**src/hdl/dbsc_pkg.sv**
```systemverilog
// Package for the display buffer swap chain: widths, codes, request and
// result records, and the small constant tables of the layout logic.
// No dependencies; every other file of the block depends on it.
`timescale 1ns / 1ps

package dbsc_pkg;

  localparam int unsigned MAX_BUFFERS_DEF = 8;
  localparam int unsigned CFG_COUNT_MAX   = 15;

  localparam int unsigned KIND_W = 3;
  localparam int unsigned XPOS_W = 12;
  localparam int unsigned YPOS_W = 11;
  localparam int unsigned QIDX_W = 8;
  localparam int unsigned DIM_W  = 12;
  localparam int unsigned FMT_W  = 5;
  localparam int unsigned BCNT_W = 4;
  localparam int unsigned WORD_W = 64;
  localparam int unsigned BASE_W = 32;
  localparam int unsigned OIDX_W = 3;
  localparam int unsigned CTR_W  = 8;
  localparam int unsigned PIX_W  = 24;
  localparam int unsigned WK_W   = 6;
  localparam int unsigned MULB_W = 12;
  localparam int unsigned APB_AW = 5;
  localparam int unsigned APB_DW = 32;

  typedef enum logic [KIND_W-1:0] {
    KIND_SETUP,
    KIND_SWAP,
    KIND_DRAW_DONE,
    KIND_DISP_NEXT,
    KIND_NEXT_DRAW,
    KIND_SET_POS,
    KIND_QUERY,
    KIND_NONE
  } kind_e;

  typedef enum logic [2:0] {
    REG_FRAME_WIDTH,
    REG_FRAME_HEIGHT,
    REG_PIXEL_FORMAT,
    REG_BUFFER_COUNT,
    REG_ZBUF_ENABLE,
    REG_ZBUF_FORMAT
  } reg_e;

  typedef enum logic [3:0] {
    OP_IDLE,
    OP_LOAD,
    OP_LATCH,
    OP_UPDATE,
    OP_PIX,
    OP_FRAME,
    OP_ZBUF,
    OP_TEX,
    OP_DRAW_BASE,
    OP_SHOW_BASE,
    OP_QUERY_BASE,
    OP_EMIT
  } dp_op_e;

  typedef enum logic [3:0] {
    MUL_HOLD,
    MUL_PIX,
    MUL_FRAME,
    MUL_ZBUF,
    MUL_TEX,
    MUL_DRAW,
    MUL_SHOW,
    MUL_QUERY,
    MUL_GEOM
  } mul_sel_e;

  typedef enum logic [3:0] {
    ST_IDLE,
    ST_DECODE,
    ST_PIX,
    ST_FRAME,
    ST_ZBUF,
    ST_TEX,
    ST_TEX_SUM,
    ST_BASE0,
    ST_BASE1,
    ST_BASE2,
    ST_BASE3,
    ST_EMIT
  } ctrl_state_e;

  typedef struct packed {
    dp_op_e   op;
    mul_sel_e msel;
  } dp_cmd_t;

  typedef struct packed {
    logic is_setup;
    logic out_free;
  } dp_stat_t;

  typedef struct packed {
    logic [DIM_W-1:0]  frame_width;
    logic [DIM_W-1:0]  frame_height;
    logic [FMT_W-1:0]  pixel_format;
    logic [BCNT_W-1:0] buffer_count;
    logic              zbuffer_enable;
    logic [FMT_W-1:0]  zbuffer_format;
  } cfg_t;

  typedef struct packed {
    logic [KIND_W-1:0] kind;
    logic [XPOS_W-1:0] x_position;
    logic [YPOS_W-1:0] y_position;
    logic [QIDX_W-1:0] buffer_index;
  } in_item_t;

  typedef struct packed {
    logic [WORD_W-1:0] display_fb_word;
    logic              display_fb_write;
    logic [WORD_W-1:0] display_geom_word;
    logic              display_geom_write;
    logic [BASE_W-1:0] draw_frame_base;
    logic              draw_frame_write;
    logic [BASE_W-1:0] queried_base;
    logic [BASE_W-1:0] texture_base;
    logic [OIDX_W-1:0] display_index;
    logic [OIDX_W-1:0] draw_index;
    logic              draw_available;
    logic              display_available;
  } out_item_t;

  function automatic logic [2:0] pix_bytes(input logic [FMT_W-1:0] fmt);
    logic [2:0] b;
    if (fmt == 5'd0) begin
      b = 3'd4;
    end else if (fmt == 5'd1 || fmt == 5'd18) begin
      b = 3'd3;
    end else if (fmt == 5'd2 || fmt == 5'd10) begin
      b = 3'd2;
    end else begin
      b = 3'd1;
    end
    return b;
  endfunction

  function automatic logic [BASE_W-1:0] round_32k(input logic [BASE_W-1:0] size);
    logic [BASE_W-1:0] r;
    if (size[14:0] != 15'd0) begin
      r = {size[BASE_W-1:15], 15'd0} + 32'h0000_8000;
    end else begin
      r = size;
    end
    return r;
  endfunction

  // Horizontal magnification terms for a width of 64*k pixels: floor(40/k) and
  // ceil(40/k)-1, both zero for k = 0.
  function automatic logic [5:0] mag_div(input logic [WK_W-1:0] k);
    logic [5:0] m;
    priority if (k == 6'd0) m = 6'd0;
    else if (k >= 6'd41) m = 6'd0;
    else if (k >= 6'd21) m = 6'd1;
    else if (k >= 6'd14) m = 6'd2;
    else if (k >= 6'd11) m = 6'd3;
    else if (k >= 6'd9)  m = 6'd4;
    else if (k >= 6'd7)  m = 6'd5;
    else if (k == 6'd6)  m = 6'd6;
    else if (k == 6'd5)  m = 6'd8;
    else if (k == 6'd4)  m = 6'd10;
    else if (k == 6'd3)  m = 6'd13;
    else if (k == 6'd2)  m = 6'd20;
    else                 m = 6'd40;
    return m;
  endfunction

  function automatic logic [5:0] mag_h(input logic [WK_W-1:0] k);
    logic [5:0] m;
    priority if (k == 6'd0) m = 6'd0;
    else if (k >= 6'd40) m = 6'd0;
    else if (k >= 6'd20) m = 6'd1;
    else if (k >= 6'd14) m = 6'd2;
    else if (k >= 6'd10) m = 6'd3;
    else if (k >= 6'd8)  m = 6'd4;
    else if (k == 6'd7)  m = 6'd5;
    else if (k == 6'd6)  m = 6'd6;
    else if (k == 6'd5)  m = 6'd7;
    else if (k == 6'd4)  m = 6'd9;
    else if (k == 6'd3)  m = 6'd13;
    else if (k == 6'd2)  m = 6'd19;
    else                 m = 6'd39;
    return m;
  endfunction

endpackage

```
**src/hdl/dbsc_if.sv**
```systemverilog
// Valid/ready channel interfaces for the swap chain requests and results.
// Depends on dbsc_pkg for the field widths.
`timescale 1ns / 1ps

interface dbsc_in_if;
  logic                         valid;
  logic                         ready;
  logic [dbsc_pkg::KIND_W-1:0]  kind;
  logic [dbsc_pkg::XPOS_W-1:0]  x_position;
  logic [dbsc_pkg::YPOS_W-1:0]  y_position;
  logic [dbsc_pkg::QIDX_W-1:0]  buffer_index;

  modport source (output valid, kind, x_position, y_position, buffer_index, input ready);
  modport sink (input valid, kind, x_position, y_position, buffer_index, output ready);
endinterface

interface dbsc_out_if;
  logic                         valid;
  logic                         ready;
  logic [dbsc_pkg::WORD_W-1:0]  display_fb_word;
  logic                         display_fb_write;
  logic [dbsc_pkg::WORD_W-1:0]  display_geom_word;
  logic                         display_geom_write;
  logic [dbsc_pkg::BASE_W-1:0]  draw_frame_base;
  logic                         draw_frame_write;
  logic [dbsc_pkg::BASE_W-1:0]  queried_base;
  logic [dbsc_pkg::BASE_W-1:0]  texture_base;
  logic [dbsc_pkg::OIDX_W-1:0]  display_index;
  logic [dbsc_pkg::OIDX_W-1:0]  draw_index;
  logic                         draw_available;
  logic                         display_available;

  modport source (
    output valid, display_fb_word, display_fb_write, display_geom_word,
    display_geom_write, draw_frame_base, draw_frame_write, queried_base,
    texture_base, display_index, draw_index, draw_available, display_available,
    input ready
  );
  modport sink (
    input valid, display_fb_word, display_fb_write, display_geom_word,
    display_geom_write, draw_frame_base, draw_frame_write, queried_base,
    texture_base, display_index, draw_index, draw_available, display_available,
    output ready
  );
endinterface

```
**src/hdl/display_buffer_swap_chain_top.sv**
```systemverilog
// Top level of the display buffer swap chain: register port, sequencer and
// datapath. Depends on dbsc_pkg, dbsc_if, dbsc_ctrl and dbsc_dp.
//
//   Port      Direction  Handshake            Carries
//   in_if     sink       valid / ready        kind, positions, queried buffer
//   out_if    source     valid / ready        display words, bases, ring status
//   psel ...  slave      psel/penable/pready  six layout registers
//
// A request is worked through a sequence of steps on the one shared multiplier;
// a setup request runs more of those steps than the other requests.
// Requests are taken one at a time: the next one is accepted in the cycle after
// the previous result is loaded, even while that result still waits downstream.
// After reset the block takes requests at once; registers hold their defaults.
`timescale 1ns / 1ps

module display_buffer_swap_chain_top #(
  parameter int unsigned MAX_BUFFERS = dbsc_pkg::MAX_BUFFERS_DEF
) (
  input  logic                          clk_i,
  input  logic                          rst_ni,
  dbsc_in_if.sink                       in_if,
  dbsc_out_if.source                    out_if,
  input  logic                          psel,
  input  logic                          penable,
  input  logic                          pwrite,
  input  logic [dbsc_pkg::APB_AW-1:0]   paddr,
  input  logic [dbsc_pkg::APB_DW-1:0]   pwdata,
  output logic [dbsc_pkg::APB_DW-1:0]   prdata,
  output logic                          pready
);
  import dbsc_pkg::*;

  cfg_t      cfg_q;
  dp_cmd_t   dp_cmd;
  dp_stat_t  dp_stat;
  in_item_t  in_item;
  out_item_t out_item;
  logic      in_ready;
  logic      out_valid;
  logic      cfg_wr;
  reg_e      reg_sel;

  assign pready  = 1'b1;
  assign cfg_wr  = psel && penable && pwrite && pready;
  assign reg_sel = reg_e'(paddr[APB_AW-1:2]);

  always_ff @(posedge clk_i or negedge rst_ni) begin
    if (!rst_ni) begin
      cfg_q.frame_width    <= DIM_W'(320);
      cfg_q.frame_height   <= DIM_W'(240);
      cfg_q.pixel_format   <= '0;
      cfg_q.buffer_count   <= BCNT_W'(2);
      cfg_q.zbuffer_enable <= 1'b1;
      cfg_q.zbuffer_format <= '0;
    end else if (cfg_wr) begin
      unique case (reg_sel)
        REG_FRAME_WIDTH:  cfg_q.frame_width    <= pwdata[DIM_W-1:0];
        REG_FRAME_HEIGHT: cfg_q.frame_height   <= pwdata[DIM_W-1:0];
        REG_PIXEL_FORMAT: cfg_q.pixel_format   <= pwdata[FMT_W-1:0];
        REG_BUFFER_COUNT: cfg_q.buffer_count   <= pwdata[BCNT_W-1:0];
        REG_ZBUF_ENABLE:  cfg_q.zbuffer_enable <= pwdata[0];
        REG_ZBUF_FORMAT:  cfg_q.zbuffer_format <= pwdata[FMT_W-1:0];
        default: begin
        end
      endcase
    end
  end

  always_comb begin
    unique case (reg_sel)
      REG_FRAME_WIDTH:  prdata = APB_DW'(cfg_q.frame_width);
      REG_FRAME_HEIGHT: prdata = APB_DW'(cfg_q.frame_height);
      REG_PIXEL_FORMAT: prdata = APB_DW'(cfg_q.pixel_format);
      REG_BUFFER_COUNT: prdata = APB_DW'(cfg_q.buffer_count);
      REG_ZBUF_ENABLE:  prdata = APB_DW'(cfg_q.zbuffer_enable);
      REG_ZBUF_FORMAT:  prdata = APB_DW'(cfg_q.zbuffer_format);
      default:          prdata = '0;
    endcase
  end

  assign in_item.kind         = in_if.kind;
  assign in_item.x_position   = in_if.x_position;
  assign in_item.y_position   = in_if.y_position;
  assign in_item.buffer_index = in_if.buffer_index;
  assign in_if.ready          = in_ready;

  dbsc_ctrl u_ctrl (
    .clk_i      (clk_i),
    .rst_ni     (rst_ni),
    .in_valid_i (in_if.valid),
    .in_ready_o (in_ready),
    .stat_i     (dp_stat),
    .cmd_o      (dp_cmd)
  );

  dbsc_dp #(
    .MAX_BUFFERS (MAX_BUFFERS)
  ) u_dp (
    .clk_i       (clk_i),
    .rst_ni      (rst_ni),
    .cmd_i       (dp_cmd),
    .stat_o      (dp_stat),
    .cfg_i       (cfg_q),
    .in_item_i   (in_item),
    .out_ready_i (out_if.ready),
    .out_valid_o (out_valid),
    .out_item_o  (out_item)
  );

  assign out_if.valid              = out_valid;
  assign out_if.display_fb_word    = out_item.display_fb_word;
  assign out_if.display_fb_write   = out_item.display_fb_write;
  assign out_if.display_geom_word  = out_item.display_geom_word;
  assign out_if.display_geom_write = out_item.display_geom_write;
  assign out_if.draw_frame_base    = out_item.draw_frame_base;
  assign out_if.draw_frame_write   = out_item.draw_frame_write;
  assign out_if.queried_base       = out_item.queried_base;
  assign out_if.texture_base       = out_item.texture_base;
  assign out_if.display_index      = out_item.display_index;
  assign out_if.draw_index         = out_item.draw_index;
  assign out_if.draw_available     = out_item.draw_available;
  assign out_if.display_available  = out_item.display_available;

`ifndef SYNTH
  a_one_request: assert property (@(posedge clk_i) disable iff (!rst_ni)
    in_if.valid && in_if.ready |=> !in_if.ready)
    else $error("A second request was accepted right after the first.");

  a_no_early_result: assert property (@(posedge clk_i) disable iff (!rst_ni)
    in_if.valid && in_if.ready |=> !$rose(out_if.valid))
    else $error("A result appeared in the cycle after a request was accepted.");

  a_emit_loads: assert property (@(posedge clk_i) disable iff (!rst_ni)
    dp_cmd.op == OP_EMIT |=> out_if.valid)
    else $error("A loaded result was not presented.");

  a_result_source: assert property (@(posedge clk_i) disable iff (!rst_ni)
    $rose(out_if.valid) |-> $past(dp_cmd.op == OP_EMIT))
    else $error("A result was presented without being loaded.");
`endif

endmodule

```
**src/hdl/dbsc_ctrl.sv**
```systemverilog
// Sequencer of the swap chain: walks each request through the shared
// multiplier steps and issues datapath commands. Depends on dbsc_pkg.
`timescale 1ns / 1ps

module dbsc_ctrl (
  input  logic               clk_i,
  input  logic               rst_ni,
  input  logic               in_valid_i,
  output logic               in_ready_o,
  input  dbsc_pkg::dp_stat_t stat_i,
  output dbsc_pkg::dp_cmd_t  cmd_o
);
  import dbsc_pkg::*;

  ctrl_state_e state_q, state_d;

  always_ff @(posedge clk_i or negedge rst_ni) begin
    if (!rst_ni) begin
      state_q <= ST_IDLE;
    end else begin
      state_q <= state_d;
    end
  end

  always_comb begin
    state_d    = state_q;
    in_ready_o = 1'b0;
    cmd_o.op   = OP_IDLE;
    cmd_o.msel = MUL_HOLD;
    unique case (state_q)
      ST_IDLE: begin
        in_ready_o = 1'b1;
        if (in_valid_i) begin
          cmd_o.op = OP_LOAD;
          state_d  = ST_DECODE;
        end
      end
      ST_DECODE: begin
        if (stat_i.is_setup) begin
          cmd_o.op = OP_LATCH;
          state_d  = ST_PIX;
        end else begin
          cmd_o.op = OP_UPDATE;
          state_d  = ST_BASE0;
        end
      end
      ST_PIX: begin
        cmd_o.msel = MUL_PIX;
        state_d    = ST_FRAME;
      end
      ST_FRAME: begin
        cmd_o.op   = OP_PIX;
        cmd_o.msel = MUL_FRAME;
        state_d    = ST_ZBUF;
      end
      ST_ZBUF: begin
        cmd_o.op   = OP_FRAME;
        cmd_o.msel = MUL_ZBUF;
        state_d    = ST_TEX;
      end
      ST_TEX: begin
        cmd_o.op   = OP_ZBUF;
        cmd_o.msel = MUL_TEX;
        state_d    = ST_TEX_SUM;
      end
      ST_TEX_SUM: begin
        cmd_o.op   = OP_TEX;
        cmd_o.msel = MUL_DRAW;
        state_d    = ST_BASE1;
      end
      ST_BASE0: begin
        cmd_o.msel = MUL_DRAW;
        state_d    = ST_BASE1;
      end
      ST_BASE1: begin
        cmd_o.op   = OP_DRAW_BASE;
        cmd_o.msel = MUL_SHOW;
        state_d    = ST_BASE2;
      end
      ST_BASE2: begin
        cmd_o.op   = OP_SHOW_BASE;
        cmd_o.msel = MUL_QUERY;
        state_d    = ST_BASE3;
      end
      ST_BASE3: begin
        cmd_o.op   = OP_QUERY_BASE;
        cmd_o.msel = MUL_GEOM;
        state_d    = ST_EMIT;
      end
      ST_EMIT: begin
        if (stat_i.out_free) begin
          cmd_o.op = OP_EMIT;
          state_d  = ST_IDLE;
        end
      end
      default: begin
        state_d = ST_IDLE;
      end
    endcase
  end

endmodule

```
**src/hdl/dbsc_dp.sv**
```systemverilog
// Datapath of the swap chain: layout and ring state, the shared multiplier,
// the per-request staging and the result register. Depends on dbsc_pkg.
`timescale 1ns / 1ps

module dbsc_dp #(
  parameter int unsigned MAX_BUFFERS = dbsc_pkg::MAX_BUFFERS_DEF
) (
  input  logic                clk_i,
  input  logic                rst_ni,
  input  dbsc_pkg::dp_cmd_t   cmd_i,
  output dbsc_pkg::dp_stat_t  stat_o,
  input  dbsc_pkg::cfg_t      cfg_i,
  input  dbsc_pkg::in_item_t  in_item_i,
  input  logic                out_ready_i,
  output logic                out_valid_o,
  output dbsc_pkg::out_item_t out_item_o
);
  import dbsc_pkg::*;

  localparam int unsigned CNT_MAX = (MAX_BUFFERS < CFG_COUNT_MAX) ? MAX_BUFFERS : CFG_COUNT_MAX;
  localparam int unsigned IDX_W   = (CNT_MAX > 1) ? $clog2(CNT_MAX) : 1;
  localparam int unsigned CNT_W   = $clog2(CNT_MAX + 1);

  logic [CNT_W-1:0]  lay_cnt_q;
  logic [WK_W-1:0]   lay_k_q;
  logic [DIM_W-1:0]  lay_height_q;
  logic [FMT_W-1:0]  lay_fmt_q;
  logic [XPOS_W-1:0] x_off_q;
  logic [YPOS_W-1:0] y_off_q;
  logic [IDX_W-1:0]  shown_q;
  logic [IDX_W-1:0]  drawn_q;
  logic [CTR_W-1:0]  free_q;
  logic [CTR_W-1:0]  done_q;
  logic [BASE_W-1:0] frame_q;
  logic [BASE_W-1:0] tex_q;
  logic              out_valid_q;

  logic [KIND_W-1:0] kind_q;
  logic [XPOS_W-1:0] xin_q;
  logic [YPOS_W-1:0] yin_q;
  logic [QIDX_W-1:0] qidx_q;
  logic              fb_wr_q;
  logic              geom_wr_q;
  logic              draw_wr_q;
  logic [PIX_W-1:0]  pix_q;
  logic [BASE_W-1:0] zsize_q;
  logic [BASE_W-1:0] mul_q;
  logic [BASE_W-1:0] draw_base_q;
  logic [BASE_W-1:0] show_base_q;
  logic [BASE_W-1:0] query_base_q;
  out_item_t         out_q;

  logic [CNT_W-1:0]  cnt_m1;
  logic [BCNT_W-1:0] n_sel;
  logic [CNT_W-1:0]  n_lat;
  logic              do_done, do_disp, do_next, do_pos;
  logic [CTR_W-1:0]  done_a, done_b, free_a, free_b;
  logic              disp_go, next_go;
  logic [IDX_W:0]    shown_inc, drawn_inc;
  logic [IDX_W-1:0]  shown_n, drawn_n;
  logic [QIDX_W-1:0] qidx_cl;
  logic [BASE_W-1:0] mul_a;
  logic [MULB_W-1:0] mul_b;
  logic [BASE_W+MULB_W-1:0] mul_p;
  logic [WORD_W-1:0] fb_word, geom_word;
  logic [IDX_W+OIDX_W-1:0] shown_x, drawn_x;

  assign cnt_m1 = lay_cnt_q - CNT_W'(1);

  assign n_sel = (cfg_i.buffer_count == '0) ? BCNT_W'(1) : cfg_i.buffer_count;
  assign n_lat = (32'(n_sel) > MAX_BUFFERS) ? CNT_W'(MAX_BUFFERS) : CNT_W'(n_sel);

  // Ring update: draw complete, then display next, then next draw.
  always_comb begin
    do_done = (kind_q == KIND_SWAP) || (kind_q == KIND_DRAW_DONE);
    do_disp = (kind_q == KIND_SWAP) || (kind_q == KIND_DISP_NEXT);
    do_next = (kind_q == KIND_SWAP) || (kind_q == KIND_NEXT_DRAW);
    do_pos  = (kind_q == KIND_SET_POS);

    done_a = (do_done && (done_q < CTR_W'(cnt_m1))) ? done_q + CTR_W'(1) : done_q;
    disp_go = do_disp && (done_a != '0);
    shown_inc = {1'b0, shown_q} + (IDX_W+1)'(1);
    if (!disp_go) begin
      shown_n = shown_q;
    end else if (shown_inc > (IDX_W+1)'(cnt_m1)) begin
      shown_n = '0;
    end else begin
      shown_n = shown_inc[IDX_W-1:0];
    end
    done_b = disp_go ? done_a - CTR_W'(1) : done_a;
    free_a = disp_go ? free_q + CTR_W'(1) : free_q;

    next_go = do_next && (free_a != '0);
    drawn_inc = {1'b0, drawn_q} + (IDX_W+1)'(1);
    if (!next_go) begin
      drawn_n = drawn_q;
    end else if (drawn_inc > (IDX_W+1)'(cnt_m1)) begin
      drawn_n = '0;
    end else begin
      drawn_n = drawn_inc[IDX_W-1:0];
    end
    free_b = next_go ? free_a - CTR_W'(1) : free_a;
  end

  assign qidx_cl = (qidx_q > QIDX_W'(cnt_m1)) ? QIDX_W'(cnt_m1) : qidx_q;

  always_comb begin
    mul_a = '0;
    mul_b = '0;
    unique case (cmd_i.msel)
      MUL_PIX: begin
        mul_a = BASE_W'({lay_k_q, 6'd0});
        mul_b = MULB_W'(lay_height_q);
      end
      MUL_FRAME: begin
        mul_a = mul_q;
        mul_b = MULB_W'(pix_bytes(lay_fmt_q));
      end
      MUL_ZBUF: begin
        mul_a = BASE_W'(pix_q);
        mul_b = cfg_i.zbuffer_enable ? MULB_W'(pix_bytes(cfg_i.zbuffer_format)) : '0;
      end
      MUL_TEX: begin
        mul_a = frame_q;
        mul_b = MULB_W'(lay_cnt_q);
      end
      MUL_DRAW: begin
        mul_a = frame_q;
        mul_b = MULB_W'(drawn_q);
      end
      MUL_SHOW: begin
        mul_a = frame_q;
        mul_b = MULB_W'(shown_q);
      end
      MUL_QUERY: begin
        mul_a = frame_q;
        mul_b = MULB_W'(qidx_cl);
      end
      MUL_GEOM: begin
        mul_a = BASE_W'(x_off_q);
        mul_b = MULB_W'(mag_div(lay_k_q));
      end
      MUL_HOLD: begin
        mul_a = '0;
        mul_b = '0;
      end
      default: begin
        mul_a = '0;
        mul_b = '0;
      end
    endcase
  end

  assign mul_p = (BASE_W+MULB_W)'(mul_a) * (BASE_W+MULB_W)'(mul_b);

  always_ff @(posedge clk_i) begin
    if (cmd_i.msel != MUL_HOLD) begin
      mul_q <= mul_p[BASE_W-1:0];
    end
  end

  always_ff @(posedge clk_i or negedge rst_ni) begin
    if (!rst_ni) begin
      lay_cnt_q    <= CNT_W'(1);
      lay_k_q      <= '0;
      lay_height_q <= '0;
      lay_fmt_q    <= '0;
      x_off_q      <= '0;
      y_off_q      <= '0;
      shown_q      <= '0;
      drawn_q      <= '0;
      free_q       <= '0;
      done_q       <= '0;
      frame_q      <= '0;
      tex_q        <= '0;
    end else begin
      unique case (cmd_i.op)
        OP_LATCH: begin
          lay_cnt_q    <= n_lat;
          lay_k_q      <= cfg_i.frame_width[DIM_W-1:6];
          lay_height_q <= cfg_i.frame_height;
          lay_fmt_q    <= cfg_i.pixel_format;
          x_off_q      <= xin_q;
          y_off_q      <= yin_q;
          shown_q      <= '0;
          drawn_q      <= (n_lat > CNT_W'(1)) ? IDX_W'(1) : '0;
          free_q       <= CTR_W'(n_lat) - CTR_W'(2);
        end
        OP_UPDATE: begin
          done_q  <= done_b;
          free_q  <= free_b;
          shown_q <= shown_n;
          drawn_q <= drawn_n;
          if (do_pos) begin
            x_off_q <= xin_q;
            y_off_q <= yin_q;
          end
        end
        OP_FRAME: begin
          frame_q <= round_32k(mul_q);
        end
        OP_TEX: begin
          tex_q <= mul_q + zsize_q;
        end
        default: begin
        end
      endcase
    end
  end

  always_ff @(posedge clk_i) begin
    unique case (cmd_i.op)
      OP_LOAD: begin
        kind_q    <= in_item_i.kind;
        xin_q     <= in_item_i.x_position;
        yin_q     <= in_item_i.y_position;
        qidx_q    <= in_item_i.buffer_index;
        fb_wr_q   <= 1'b0;
        geom_wr_q <= 1'b0;
        draw_wr_q <= 1'b0;
      end
      OP_LATCH: begin
        fb_wr_q   <= 1'b1;
        geom_wr_q <= 1'b1;
        draw_wr_q <= 1'b1;
      end
      OP_UPDATE: begin
        fb_wr_q   <= disp_go;
        geom_wr_q <= do_pos;
        draw_wr_q <= next_go;
      end
      OP_PIX: begin
        pix_q <= mul_q[PIX_W-1:0];
      end
      OP_ZBUF: begin
        zsize_q <= round_32k(mul_q);
      end
      OP_DRAW_BASE: begin
        draw_base_q <= mul_q;
      end
      OP_SHOW_BASE: begin
        show_base_q <= mul_q;
      end
      OP_QUERY_BASE: begin
        query_base_q <= mul_q;
      end
      default: begin
      end
    endcase
  end

  // At emit the multiplier holds the horizontal offset term of the geometry.
  assign fb_word = WORD_W'(show_base_q >> 13) | (WORD_W'(lay_k_q) << 9) |
                   (WORD_W'(lay_fmt_q) << 15);
  assign geom_word = {20'(lay_height_q) - 20'd1, 44'd0} | (WORD_W'(12'h9ff) << 32) |
                     (WORD_W'(mag_h(lay_k_q)) << 23) | (WORD_W'(y_off_q) << 12) |
                     WORD_W'(mul_q);

  assign shown_x = (IDX_W+OIDX_W)'(shown_q);
  assign drawn_x = (IDX_W+OIDX_W)'(drawn_q);

  always_ff @(posedge clk_i) begin
    if (cmd_i.op == OP_EMIT) begin
      out_q.display_fb_word    <= fb_wr_q ? fb_word : '0;
      out_q.display_fb_write   <= fb_wr_q;
      out_q.display_geom_word  <= geom_wr_q ? geom_word : '0;
      out_q.display_geom_write <= geom_wr_q;
      out_q.draw_frame_base    <= draw_base_q;
      out_q.draw_frame_write   <= draw_wr_q;
      out_q.queried_base       <= (kind_q == KIND_QUERY) ? query_base_q : '0;
      out_q.texture_base       <= tex_q;
      out_q.display_index      <= shown_x[OIDX_W-1:0];
      out_q.draw_index         <= drawn_x[OIDX_W-1:0];
      out_q.draw_available     <= (free_q != '0);
      out_q.display_available  <= (done_q != '0);
    end
  end

  always_ff @(posedge clk_i or negedge rst_ni) begin
    if (!rst_ni) begin
      out_valid_q <= 1'b0;
    end else if (cmd_i.op == OP_EMIT) begin
      out_valid_q <= 1'b1;
    end else if (out_ready_i) begin
      out_valid_q <= 1'b0;
    end
  end

  assign stat_o.is_setup = (kind_q == KIND_SETUP);
  assign stat_o.out_free = !out_valid_q || out_ready_i;
  assign out_valid_o     = out_valid_q;
  assign out_item_o      = out_q;

endmodule
```
**src/flat_wrapper.sv**
```systemverilog
// flat-port wrapper written by rule: the top's interface ports become plain ports
module display_buffer_swap_chain_top_flat import dbsc_pkg::*;
#(
  parameter int unsigned MAX_BUFFERS = dbsc_pkg::MAX_BUFFERS_DEF
)
  (clk_i, rst_ni, psel, penable, pwrite, paddr, pwdata, prdata, pready, in_if_valid, in_if_kind, in_if_x_position, in_if_y_position, in_if_buffer_index, in_if_ready, out_if_valid, out_if_display_fb_word, out_if_display_fb_write, out_if_display_geom_word, out_if_display_geom_write, out_if_draw_frame_base, out_if_draw_frame_write, out_if_queried_base, out_if_texture_base, out_if_display_index, out_if_draw_index, out_if_draw_available, out_if_display_available, out_if_ready);
  dbsc_in_if in_if_i ();
  dbsc_out_if out_if_i ();
  input  logic clk_i;
  input  logic rst_ni;
  input  logic psel;
  input  logic penable;
  input  logic pwrite;
  input  logic [dbsc_pkg::APB_AW-1:0] paddr;
  input  logic [dbsc_pkg::APB_DW-1:0] pwdata;
  output logic [dbsc_pkg::APB_DW-1:0] prdata;
  output logic pready;
  input wire logic [$bits(in_if_i.valid)-1:0] in_if_valid;
  input wire logic [$bits(in_if_i.kind)-1:0] in_if_kind;
  input wire logic [$bits(in_if_i.x_position)-1:0] in_if_x_position;
  input wire logic [$bits(in_if_i.y_position)-1:0] in_if_y_position;
  input wire logic [$bits(in_if_i.buffer_index)-1:0] in_if_buffer_index;
  output wire logic [$bits(in_if_i.ready)-1:0] in_if_ready;
  output wire logic [$bits(out_if_i.valid)-1:0] out_if_valid;
  output wire logic [$bits(out_if_i.display_fb_word)-1:0] out_if_display_fb_word;
  output wire logic [$bits(out_if_i.display_fb_write)-1:0] out_if_display_fb_write;
  output wire logic [$bits(out_if_i.display_geom_word)-1:0] out_if_display_geom_word;
  output wire logic [$bits(out_if_i.display_geom_write)-1:0] out_if_display_geom_write;
  output wire logic [$bits(out_if_i.draw_frame_base)-1:0] out_if_draw_frame_base;
  output wire logic [$bits(out_if_i.draw_frame_write)-1:0] out_if_draw_frame_write;
  output wire logic [$bits(out_if_i.queried_base)-1:0] out_if_queried_base;
  output wire logic [$bits(out_if_i.texture_base)-1:0] out_if_texture_base;
  output wire logic [$bits(out_if_i.display_index)-1:0] out_if_display_index;
  output wire logic [$bits(out_if_i.draw_index)-1:0] out_if_draw_index;
  output wire logic [$bits(out_if_i.draw_available)-1:0] out_if_draw_available;
  output wire logic [$bits(out_if_i.display_available)-1:0] out_if_display_available;
  input wire logic [$bits(out_if_i.ready)-1:0] out_if_ready;
  assign in_if_i.valid = in_if_valid;
  assign in_if_i.kind = in_if_kind;
  assign in_if_i.x_position = in_if_x_position;
  assign in_if_i.y_position = in_if_y_position;
  assign in_if_i.buffer_index = in_if_buffer_index;
  assign in_if_ready = in_if_i.ready;
  assign out_if_valid = out_if_i.valid;
  assign out_if_display_fb_word = out_if_i.display_fb_word;
  assign out_if_display_fb_write = out_if_i.display_fb_write;
  assign out_if_display_geom_word = out_if_i.display_geom_word;
  assign out_if_display_geom_write = out_if_i.display_geom_write;
  assign out_if_draw_frame_base = out_if_i.draw_frame_base;
  assign out_if_draw_frame_write = out_if_i.draw_frame_write;
  assign out_if_queried_base = out_if_i.queried_base;
  assign out_if_texture_base = out_if_i.texture_base;
  assign out_if_display_index = out_if_i.display_index;
  assign out_if_draw_index = out_if_i.draw_index;
  assign out_if_draw_available = out_if_i.draw_available;
  assign out_if_display_available = out_if_i.display_available;
  assign out_if_i.ready = out_if_ready;
  display_buffer_swap_chain_top #(.MAX_BUFFERS(MAX_BUFFERS)) u_core (.clk_i(clk_i), .rst_ni(rst_ni), .in_if(in_if_i), .out_if(out_if_i), .psel(psel), .penable(penable), .pwrite(pwrite), .paddr(paddr), .pwdata(pwdata), .prdata(prdata), .pready(pready));
endmodule
```
**config.mk**
```make
export PLATFORM = sky130hd
export DESIGN_NAME = display_buffer_swap_chain_top_flat
export DESIGN_NICKNAME = d
export VERILOG_FILES = /design/src/hdl/dbsc_pkg.sv /design/src/hdl/dbsc_if.sv /design/src/hdl/display_buffer_swap_chain_top.sv /design/src/hdl/dbsc_ctrl.sv /design/src/hdl/dbsc_dp.sv /design/src/flat_wrapper.sv
export SDC_FILE = /design/constraint.sdc
export NUM_CORES = 1
export LEC_CHECK = 0
export BUFFER_PORTS_ARGS = -buffer_cell sky130_fd_sc_hd__buf_2
export CAP_MARGIN = 20
export CORE_MARGIN = 2
export CORE_UTILIZATION = 50
export DETAILED_ROUTE_END_ITERATION = 6
export GPL_TIMING_DRIVEN = 0
export PLACE_DENSITY = 0.76
export SLEW_MARGIN = 10
export SYNTH_ARGS = -nofsm -noshare
export SYNTH_HDL_FRONTEND = slang
export SYNTH_SLANG_ARGS = --single-unit
```
**constraint.sdc**
```tcl
create_clock -name clk_i -period 19.8 [get_ports clk_i]
set_input_delay 0.99 -clock clk_i [delete_from_list [all_inputs] [get_ports clk_i]]
set_output_delay 0.99 -clock clk_i [all_outputs]
set_load 0.02 [all_outputs]
```
# After elaboration in Yosys (flattened, before gate mapping)
# Index checks and enable logic that the tools add are counted.
# Widths: inputs -> output; s select.
[totals]
latch_bits = 0
elab_cells = 249
reg_bits = 636
mem_bits_ro = 0
n_memories = 0
output_inout_bits = 270
mem_bits_rw = 0
[classes]
mux = 69
div_mod_pow = 0
eq_ne = 60
magnitude_cmp = 16
shift = 0
multipliers = 1
bitwise = 5
add_sub_neg = 11
reduce_logical = 42
[ops]
columns = ["operator", "n"]
rows = [
  ["$pmux 32 s5", 1],
  ["$mux 6", 24],
  ["$pmux 12 s8", 1],
  ["$pmux 12 s6", 1],
  ["$or 64x23->64", 1],
  ["$or 64x29->64", 1],
  ["$or 64x32->64", 1],
  ["$eq 4x3->1 const B", 12],
  ["$pmux 4 s11", 1],
  ["$mux 8", 5],
  ["$pmux 4 s10", 1],
  ["$eq 4x4->1 const B", 9],
  ["$add 32x16->32 const B", 1],
  ["$add 32x32->32", 1],
  ["$mul 32x12->32", 1],
  ["$mux 32", 1],
  ["$pmux 4 s8", 1],
  ["$reduce_bool 8->1", 4],
  ["$ge 6x4->1 const B", 5],
  ["$eq 4x2->1 const B", 6],
  ["$eq 6x3->1 const B", 4],
  ["$mux 3", 8],
  ["$pmux 12 s2", 1],
  ["$pmux 11 s2", 1],
  ["49 further kinds", 112],
]

# Logic depth before layout (Yosys ltp)
# Gate-level depths: netlist (run 1).
[logic_depth]
ltp_word = 16
depth_mapped = 32

# Modules after synthesis
# From an unflattened synthesis (run 1), not the netlist that was laid out.
[unflattened]
hier_cells = 2856
area_unflattened_um2 = 33390.8
[modules_own_cells]
columns = ["mod", "area_per_inst_um2", "cells_each", "seq_area_each_um2", "n_inst"]
rows = [
  ["dbsc_dp", 30938.4, 2644, 14870.5, 1],
  ["display_buffer_swap_chain_top", 2052.0, 160, 985.9, 1],
  ["dbsc_ctrl", 400.4, 52, 100.1, 1],
]

# Worst setup path before layout (run 1)
# Ideal clock, no wire load.
[synth_timing]
kind = "register -> register"
from = "reg u_core.u_ctrl.state_q[1]"
to = "reg, netlist name u_core.u_dp.out_item_o[0]"
synth_period_minus_slack_ns = 13.741
path_stages_with_launch = 5
setup_ns = 0.918
arrival_time_ns = 12.824
t_required_ns = 18.882
slack_ns = 6.059
cell_sequence = "dfrtp_1 -> clkbuf_1 -> buf_1 -> nand2_1 -> nor3_1"
[synth_via]
elab_chain_len = 3
elab_cells_between_ends = 12
cone_classes = "10 x eq/ne; 1 x mux; 1 x reduce/logical"
[synth_rtl]
columns = ["element", "line_no", "rtl"]
rows = [
  ["start, declared", "dbsc_ctrl.sv:15", "ctrl_state_e state_q, state_d;"],
  ["start signal, assigned", "dbsc_ctrl.sv:21", "state_q <= state_d;"],
  ["$eq 4x4->1 (tied with other cells)", "dbsc_ctrl.sv:30", "unique case (state_q)"],
  ["$pmux 4 s10 (*)", "dbsc_ctrl.sv:30", ""],
  ["$eq 4x4->1 (*)", "dbsc_dp.sv:263", "if (cmd_i.op == OP_EMIT) begin"],
]
# Mark *: on every way between the ends. The rest lies on a longest branch, timed or not.
# A chain may end at the register's enable or synchronous reset.

# Worst setup path after layout (run 1)
[layout_timing]
from = "reg u_core.u_dp.lay_cnt_q[0]"
to = "reg u_core.u_dp.mul_q[31], data pin"
[layout_via]
elab_chain_len = 5
[layout_rtl]
columns = ["element", "line_no", "rtl"]
rows = [
  ["start, declared", "dbsc_dp.sv:24", "logic [CNT_W-1:0] lay_cnt_q;"],
  ["start signal, assigned", "dbsc_dp.sv:179", "lay_cnt_q <= n_lat;"],
  ["$sub 4x1->4", "dbsc_dp.sv:68", "assign cnt_m1 = lay_cnt_q - CNT_W'(1);"],
  ["$gt 8x4->1", "dbsc_dp.sv:105", "assign qidx_cl = (qidx_q > QIDX_W'(cnt_m1)) ? QIDX_W'(cnt_m1) : qidx_q;"],
  ["$mux 8", "dbsc_dp.sv:105", ""],
  ["$pmux 12 s8 (*)", "dbsc_dp.sv:110", "unique case (cmd_i.msel)"],
  ["$mul 32x12->32 (*)", "dbsc_dp.sv:154", "assign mul_p = (BASE_W+MULB_W)'(mul_a) * (BASE_W+MULB_W)'(mul_b);"],
  ["net u_core.u_dp.mul_p[31]", "dbsc_dp.sv:64", "logic [BASE_W+MULB_W-1:0] mul_p;"],
  ["end signal, assigned", "dbsc_dp.sv:158", "mul_q <= mul_p[BASE_W-1:0];"],
  ["end, declared", "dbsc_dp.sv:47", "logic [BASE_W-1:0] mul_q;"],
]
# Mark *: on every way through the listed nets, which the timed path passes. The rest lies on a longest branch.

==> summary.md, run 1 <==
| Metric | Value |
|---|---|
| Chip Height | `260 microns` |
| Post-synth top flop | `edfxtp_1` |
| DP Worst Slack | `10.19 ns` |
| Syn Area/Cell | `11.9 sq um` |
| # clock sinks | `561` |
| Tot GR Track Use | `24.0%` |
| Site Rows | `94` |
| Critical path's most frequent cell | `fa_1` |
| Post-CTS setup buffer count | `0` |
| Area taken by multi-input logic gates | `15,500 sq um` |
| First-pass GRT wire length | `124 mm` |
| Top cell type by total area after synthesis | `edfxtp_1` |
| Core area | `65,400 sq um` |
| Placed cells | `4,132` |
| Global route overflow | `0` |
| Share of cells above drive strength 1 | `18.1%` |
| Routed len/inst | `18.9 microns` |
| Seq/Total Area, Yosys | `48.5%` |
| Setup_tns | `0 ns` |
| Finished Layout Cells | `4,238` |
| Vias | `22,300` |
| Hold Crit Class | `in -> async` |
| Synthesized instance count | `2,774` |
| Setup Crit Path Kind | `reg -> reg` |
| ANT nets after route | `0` |
| Layout area overhead | `16.8%` |
| Ys Warns | `0` |
| Worst-skew pair later-pin latency | `0.62 ns` |
| WP data required | `20.17 ns` |
| Initial Util | `50.3%` |
| Final setup viols | `0` |
| Hold buffer count at cts | `0` |
| VDD IR max | `0.111 mV` |
| PortBufs | `258` |
| TritonCTS clock tree | `yes` |
| Critical path startpoint category | `flop` |
| Worst slew pin tran | `1.08 ns` |
| Vias in the first global route | `21,900` |
| Post-Route WL | `80.2 mm` |
| Initial DRT Pass Iterations | `6` |
| Root buf cell | `clkbuf_16` |
| Filler cells | `5,275` |
| RSZ-0062 raised after global routing | `false` |
| Resized cells post-CTS | `0` |
| CP max stage delay | `0.61 ns` |
| Slowest stage cell, crit path | `dfstp_2` |
| Most frequent cell after synthesis | `edfxtp_1` |
| DR DRC count | `0` |
| Clock-pin slew on the worst setup and hold paths | `0.06 ns` |
| Overall power | `5.96 mW` |
| Initial antenna violation count | `1` |
| Max Fclk | `102 MHz` |
| Initial DRC count | `1,837` |
| Endpoint class of the critical path | `flop` |
| Total CTS buffers | `56` |
| H-Tree Depth | `2` |
| Clock buffer depth | `3` |
| Area of the mapped netlist | `32,900 sq um` |
| GP Congestion | `0.926` |
| Synth top area cells | `edfxtp_1 (35%), fa_1 (15%), dfrtp_1 (13%)` |
| I/O pin count | `348` |
| Synth cell types | `83` |
| Worst Slack Setup Final | `10.04 ns` |
| Final hold violation count | `0` |
| Die area | `67,800 sq um` |
| Run status | `finished clean` |
| Max-cap viol count | `0` |
| Fin crit share | `49.3%` |
| Largest net degree at the start of global routing | `83` |
| Fin Hold WS | `0.214 ns` |
| FF+latch area | `16,000 sq um` |
| FF+latch count, synth | `561` |
| Number of synthesized flops with an enable pin | `381` |
| Arr. time, crit path | `10.13 ns` |
| Static leakage | `16.9 nW` |
| Relative slew slack | `27.8%` |
| PwrDens | `155 nW/um^2` |
| CP max FO | `10` |
| Chip width | `260 microns` |
| Top cell type's share of synthesized area | `34.8%` |
| NumNets Final | `3,753` |
| Final Critical Period | `9.76 ns` |
| Ys async rst share | `32.1%` |
| Fin. max-slew vios | `0` |
| Top cells by count, synth | `edfxtp_1 (381), inv_1 (319), nand2_1 (297)` |
| Hpwl dp | `62.2 mm` |
| Setup Skew | `0.0183 ns` |
| Vias per cell | `5.25` |
[final cells by class]
cell class | instances | area share, %
Clock inverter | 28 | 1.03
Inverter | 320 | 3.13
Clock buffer | 77 | 4.12
Timing Repair Buffer | 286 | 4.32
Multi-Input combinational cell | 1915 | 40.4
Sequential cell | 561 | 41.5
Tap cell | 864 | 2.81
Antenna cell | 1 | 0.00651
Buffer | 186 | 2.66
[final timing paths]
kind / startpoint / to / slack, ns / cells past startpoint
setup / recovery: u_core.u_dp.lay_cnt_q[0] / u_core.u_dp.mul_q[31] / 10.04 / 30
hold / removal: rst_ni / u_core.cfg_q[37] / 0.21 / 1
setup reg to reg: u_core.u_dp.lay_cnt_q[0] / u_core.u_dp.mul_q[31] / 10.04 / 30
hold reg to reg: u_core.u_dp.draw_base_q[18] / u_core.u_dp.out_item_o[91] / 0.42 / 0
max in group asynchronous: rst_ni / u_core.u_dp.tex_q[15] / 18.52 / 3
min in group clk_i: u_core.u_dp.draw_base_q[18] / u_core.u_dp.out_item_o[91] / 0.42 / 0
[cells by family after synthesis]
group | share of synthesized area [%]
adders and majority gates | 18.8
xor gates and xnor gates | 3.27
DFF | 48.5
buffers and inverters | 6.76
and+or+nand+nor | 10.7
other | 0.0228
AOI/OAI and AO/OA | 7.40
muxes | 4.55
[layout by cell type (no fill, tap or decap), types with 40 or more instances in the layout]
| master | count |
|---|---|
| inv_1 | 318 |
| nor2b_1 | 43 |
| and2_1 | 80 |
| xor2_1 | 51 |
| xnor2_1 | 70 |
| o21ai_0 | 96 |
| buf_4 | 96 |
| clkbuf_16 | 57 |
| a21oi_1 | 73 |
| nor2_1 | 108 |
| nand2_1 | 297 |
| clkbuf_1 | 100 |
| ha_1 | 109 |
| conb_1 | 210 |
| dfrtp_1 | 171 |
| mux2_2 | 112 |
| edfxtp_1 | 381 |
| buf_2 | 261 |
| fa_1 | 240 |
| nand3_1 | 40 |
[report_power, final]
part           total [mW]  switching, mW  internal (mW)
Clock                1.12          0.458          0.667
Combinational        2.83           1.69           1.14
Sequential           2.01          0.322           1.68
Total                5.96           2.47           3.49
[critical path, delay by kind of cell (launching register included)]
kind            cells  cell delay, ns
compound gates      9            2.18
flops               1            0.61
xor+xnor            2            0.66
mux                 1            0.41
fa+ha+maj           8            3.40
simple gates        5            1.48
buf+inv             5            0.74
[per-stage QoR]
| step | util (%) | area (sq um) |
|---|---|---|
| final | 58.7 | 38400 |
| after global routing | 58.7 | 38400 |
| after CTS | 58.7 | 38400 |
| after detailed placement | 55.7 | 36400 |
| after global placement | 55.1 | 36000 |
| after floorplan | - | 33700 |
[flip-flops by register name, indices dropped and copies added, names as in the netlist, 19 cells and up]
name                      count
u_core.u_dp.out_item_o      173
u_core.cfg_q                 39
u_core.u_dp.tex_q            32
u_core.u_dp.draw_base_q      32
u_core.u_dp.zsize_q          32
u_core.u_dp.frame_q          32
u_core.u_dp.pix_q            24
u_core.u_dp.mul_q            32
u_core.u_dp.query_base_q     32
u_core.u_dp.show_base_q      19
[layer usage]
metal	vias up	track usage (%)	share of wire [%]
met3	191	4.11	7.6
met2	876	38.6	47
met4	2	11.0	4.9
met1	11000	31.9	41
met5	-	0	0.016
li1	10200	-	-
Note: power is estimated with default switching activity, not from simulation.
==> inputs of run 2 (changes only) <==
==> constraint.sdc (replaced) <==
create_clock -name clk_i -period 9.2 [get_ports clk_i]
set_input_delay 0.46 -clock clk_i [delete_from_list [all_inputs] [get_ports clk_i]]
set_output_delay 0.46 -clock clk_i [all_outputs]
set_load 0.02 [all_outputs]
==> summary.md, run 2 (synthesis results as in run 1) <==
| Metric | Value |
|---|---|
| RR Endpoint | `u_core.u_dp.mul_q[30]` |
| Fin Hold WS | `0.0211 ns (-0.193 ns)` |
| Setup Skew | `0.0311 ns (+0.0128 ns)` |
| RSZ-0062 raised after global routing | `false` |
| Tot GR Track Use | `24.1% (+0.14 points)` |
| Clock buffer depth | `3 (unchanged)` |
| Critical path's most frequent cell | `fa_1` |
| Critical path startpoint category | `flop` |
| ANT nets after route | `0 (unchanged)` |
| Largest delay contributor family on the critical path | `adder cells` |
| Filler cells | `5,284 (+0.17%)` |
| PortBufs | `258 (unchanged)` |
| Run status | `finished clean` |
| Vias in the first global route | `22,000 (+0.16%)` |
| Stages on the worst setup path | `29 (-3.3%)` |
| Global route overflow | `0 (unchanged)` |
| R2r startpoint | `u_core.u_dp.lay_cnt_q[0]` |
| Share of cells above drive strength 1 | `18.1% (+0.094 points)` |
| Layout area overhead | `17.4%` |
| Initial DRT Pass Iterations | `7 (+1)` |
| Commonest non-fill, non-tap cell in the layout | `edfxtp_1` |
| Slowest stage cell, crit path | `xnor2_1` |
| Largest net degree at the start of global routing | `105 (+27%)` |
| Arr. time, crit path | `9.23 ns (-0.90 ns)` |
| Max-cap viol count | `0 (unchanged)` |
| Worst-case reg-to-reg path depth | `29 (-3.3%)` |
| WP data required | `9.59 ns (-10.58 ns)` |
| I/O pin count | `348 (unchanged)` |
| GP Congestion | `0.943 (+1.8%)` |
| Worst slew pin tran | `1.09 ns (+0.0113 ns)` |
| TritonCTS clock tree | `yes` |
| Placed cells | `4,123 (-0.22%)` |
| Setup Crit Path Kind | `reg -> reg` |
| H-Tree Depth | `2 (unchanged)` |
| First-pass GRT wire length | `124 mm (+0.39%)` |
| Static leakage | `17.0 nW (+0.29%)` |
| CP max stage delay | `0.65 ns (+0.04 ns)` |
| Final setup viols | `0 (unchanged)` |
| Worst-skew pair later-pin latency | `0.64 ns (+0.02 ns)` |
| Critical Path Source | `u_core.u_dp.lay_cnt_q[0]` |
| Initial Util | `50.3% (unchanged)` |
| Die area | `67,800 sq um (unchanged)` |
| R2R Setup Slk | `0.36 ns (-9.69 ns)` |
| NumNets Final | `3,763 (+0.27%)` |
| Root buf cell | `clkbuf_16` |
| Fin. max-slew vios | `0 (unchanged)` |
| Final hold violation count | `0 (unchanged)` |
| Routed len/inst | `19.0 microns (+0.62%)` |
| Critical path buffers and inverters | `4 (-1)` |
| PwrDens | `331 nW/um^2 (+110%)` |
| VDD IR max | `0.211 mV (+90%)` |
| DR DRC count | `0 (unchanged)` |
| Commonest non-fill, non-tap cells in the layout | `edfxtp_1 (381), inv_1 (318), nand2_1 (297)` |
| Endpoint class of the critical path | `flop` |
| Hold Crit Class | `in -> reg` |
| Clock-pin slew on the worst setup and hold paths | `0.07 ns (about the same)` |
| Total CTS buffers | `55 (-1.8%)` |
| Vias | `22,300 (+0.22%)` |
| Chip width | `260 microns (unchanged)` |
| Number of diodes | `0 (-1)` |
| CP max FO | `10 (unchanged)` |
| Site Rows | `94 (unchanged)` |
| Hpwl dp | `61.7 mm (-0.76%)` |
| Finished Layout Cells | `4,247 (+0.21%)` |
| Initial DRC count | `2,290 (+25%)` |
| Post-Route WL | `80.9 mm (+0.83%)` |
| Vias per cell | `5.25 (about the same)` |
| Fin crit share | `96.1% (+47 points)` |
| Capture point of the worst path | `u_core.u_dp.mul_q[30]` |
| Chip Height | `260 microns (unchanged)` |
| Core area | `65,400 sq um (unchanged)` |
| Relative slew slack | `27.0% (-0.75 points)` |
| # clock sinks | `561 (unchanged)` |
| Initial antenna violation count | `0 (-1)` |
| Final Critical Period | `8.84 ns (-0.915 ns)` |
| Number of flip-flops in the largest register | `173 (unchanged)` |
| Max Fclk | `113 MHz (+10%)` |
run 2: repair_timing:
action,4_1_cts,5_1_grt
endpoints found under the hold margin,88,0
hold buffers,20,0
endpoints found under the setup margin,7,4
buffers inserted,0,0
gates cloned,0,0
pin swaps,0,0
gates resized for setup,6,9
run 2: layout make-up:
type,instances,area (sq um),share of cell area [%]
Tap cell,864,1080,2.80
Sequential cell,561,16000,41.4
Buffer,186,1030,2.66
Clock buffer,73,1560,4.04
Timing Repair Buffer,297,1850,4.80
Inverter,320,1200,3.11
Clock inverter,31,322,0.833
Multi-Input combinational cell,1915,15600,40.4
run 2: worst reg2reg max path: cells and delay by family, from the launching register on:
kind	cells	cell delay [ns]
flip-flops	1	0.62
AND/OR/NAND/NOR	6	1.15
buffers and inverters	4	0.46
AO/OA/AOI/OAI	9	1.94
XOR/XNOR	2	0.73
adder cells (fa/ha/maj)	7	3.31
multiplexers	1	0.41
run 2: how the worst min path moves through the flow:
stage,startpoint,end,slack (ns),cells past startpoint
3_3_place_gp,u_core.u_dp.draw_base_q[17],u_core.u_dp.out_item_o[90],0.40,0
5_1_grt,in_if_y_position[3],u_core.u_dp.yin_q[3],0.002,1
2_1_floorplan,rst_ni,u_core.cfg_q[0],0.16,0
3_5_place_dp,u_core.u_dp.draw_base_q[5],u_core.u_dp.out_item_o[78],0.40,0
6_report,in_if_y_position[3],u_core.u_dp.yin_q[3],0.02,1
4_1_cts,in_if_x_position[6],u_core.u_dp.xin_q[6],0.003,1
run 2: per-stage QoR:
| stage | total power, mW | TNS [ns] | area [sq um] | setup WS [ns] | util, % |
|---|---|---|---|---|---|
| 6_report | 12.8 | 0 | 38600 | 0.356 | 59.0 |
| 3_3_place_gp | 10.1 | -479.31 | 36000 | -2.73 | 55.1 |
| 4_1_cts | 12.7 | 0 | 38500 | 0.164 | 58.9 |
| 2_1_floorplan | 8.48 | 0 | 33700 | 0.694 | - |
| 5_1_grt | 13.7 | 0 | 38600 | 0.0270 | 59.0 |
| 3_5_place_dp | 10.3 | -1.84 | 36400 | -0.527 | 55.7 |
run 2: power by group:
group	internal (mW)	switching [mW]	leakage, nW
sequential	3.62	0.691	5.78
clock	1.29	1.02	0.919
combinational	2.46	3.69	10.3
total	7.38	5.40	17.0
run 2: layer usage:
layer  wire, microns  global-route usage (%)
met1           33000                    32.7
met2           38000                    39.0
met3            6400                    3.92
met4            3500                    9.78
met5               0                       0
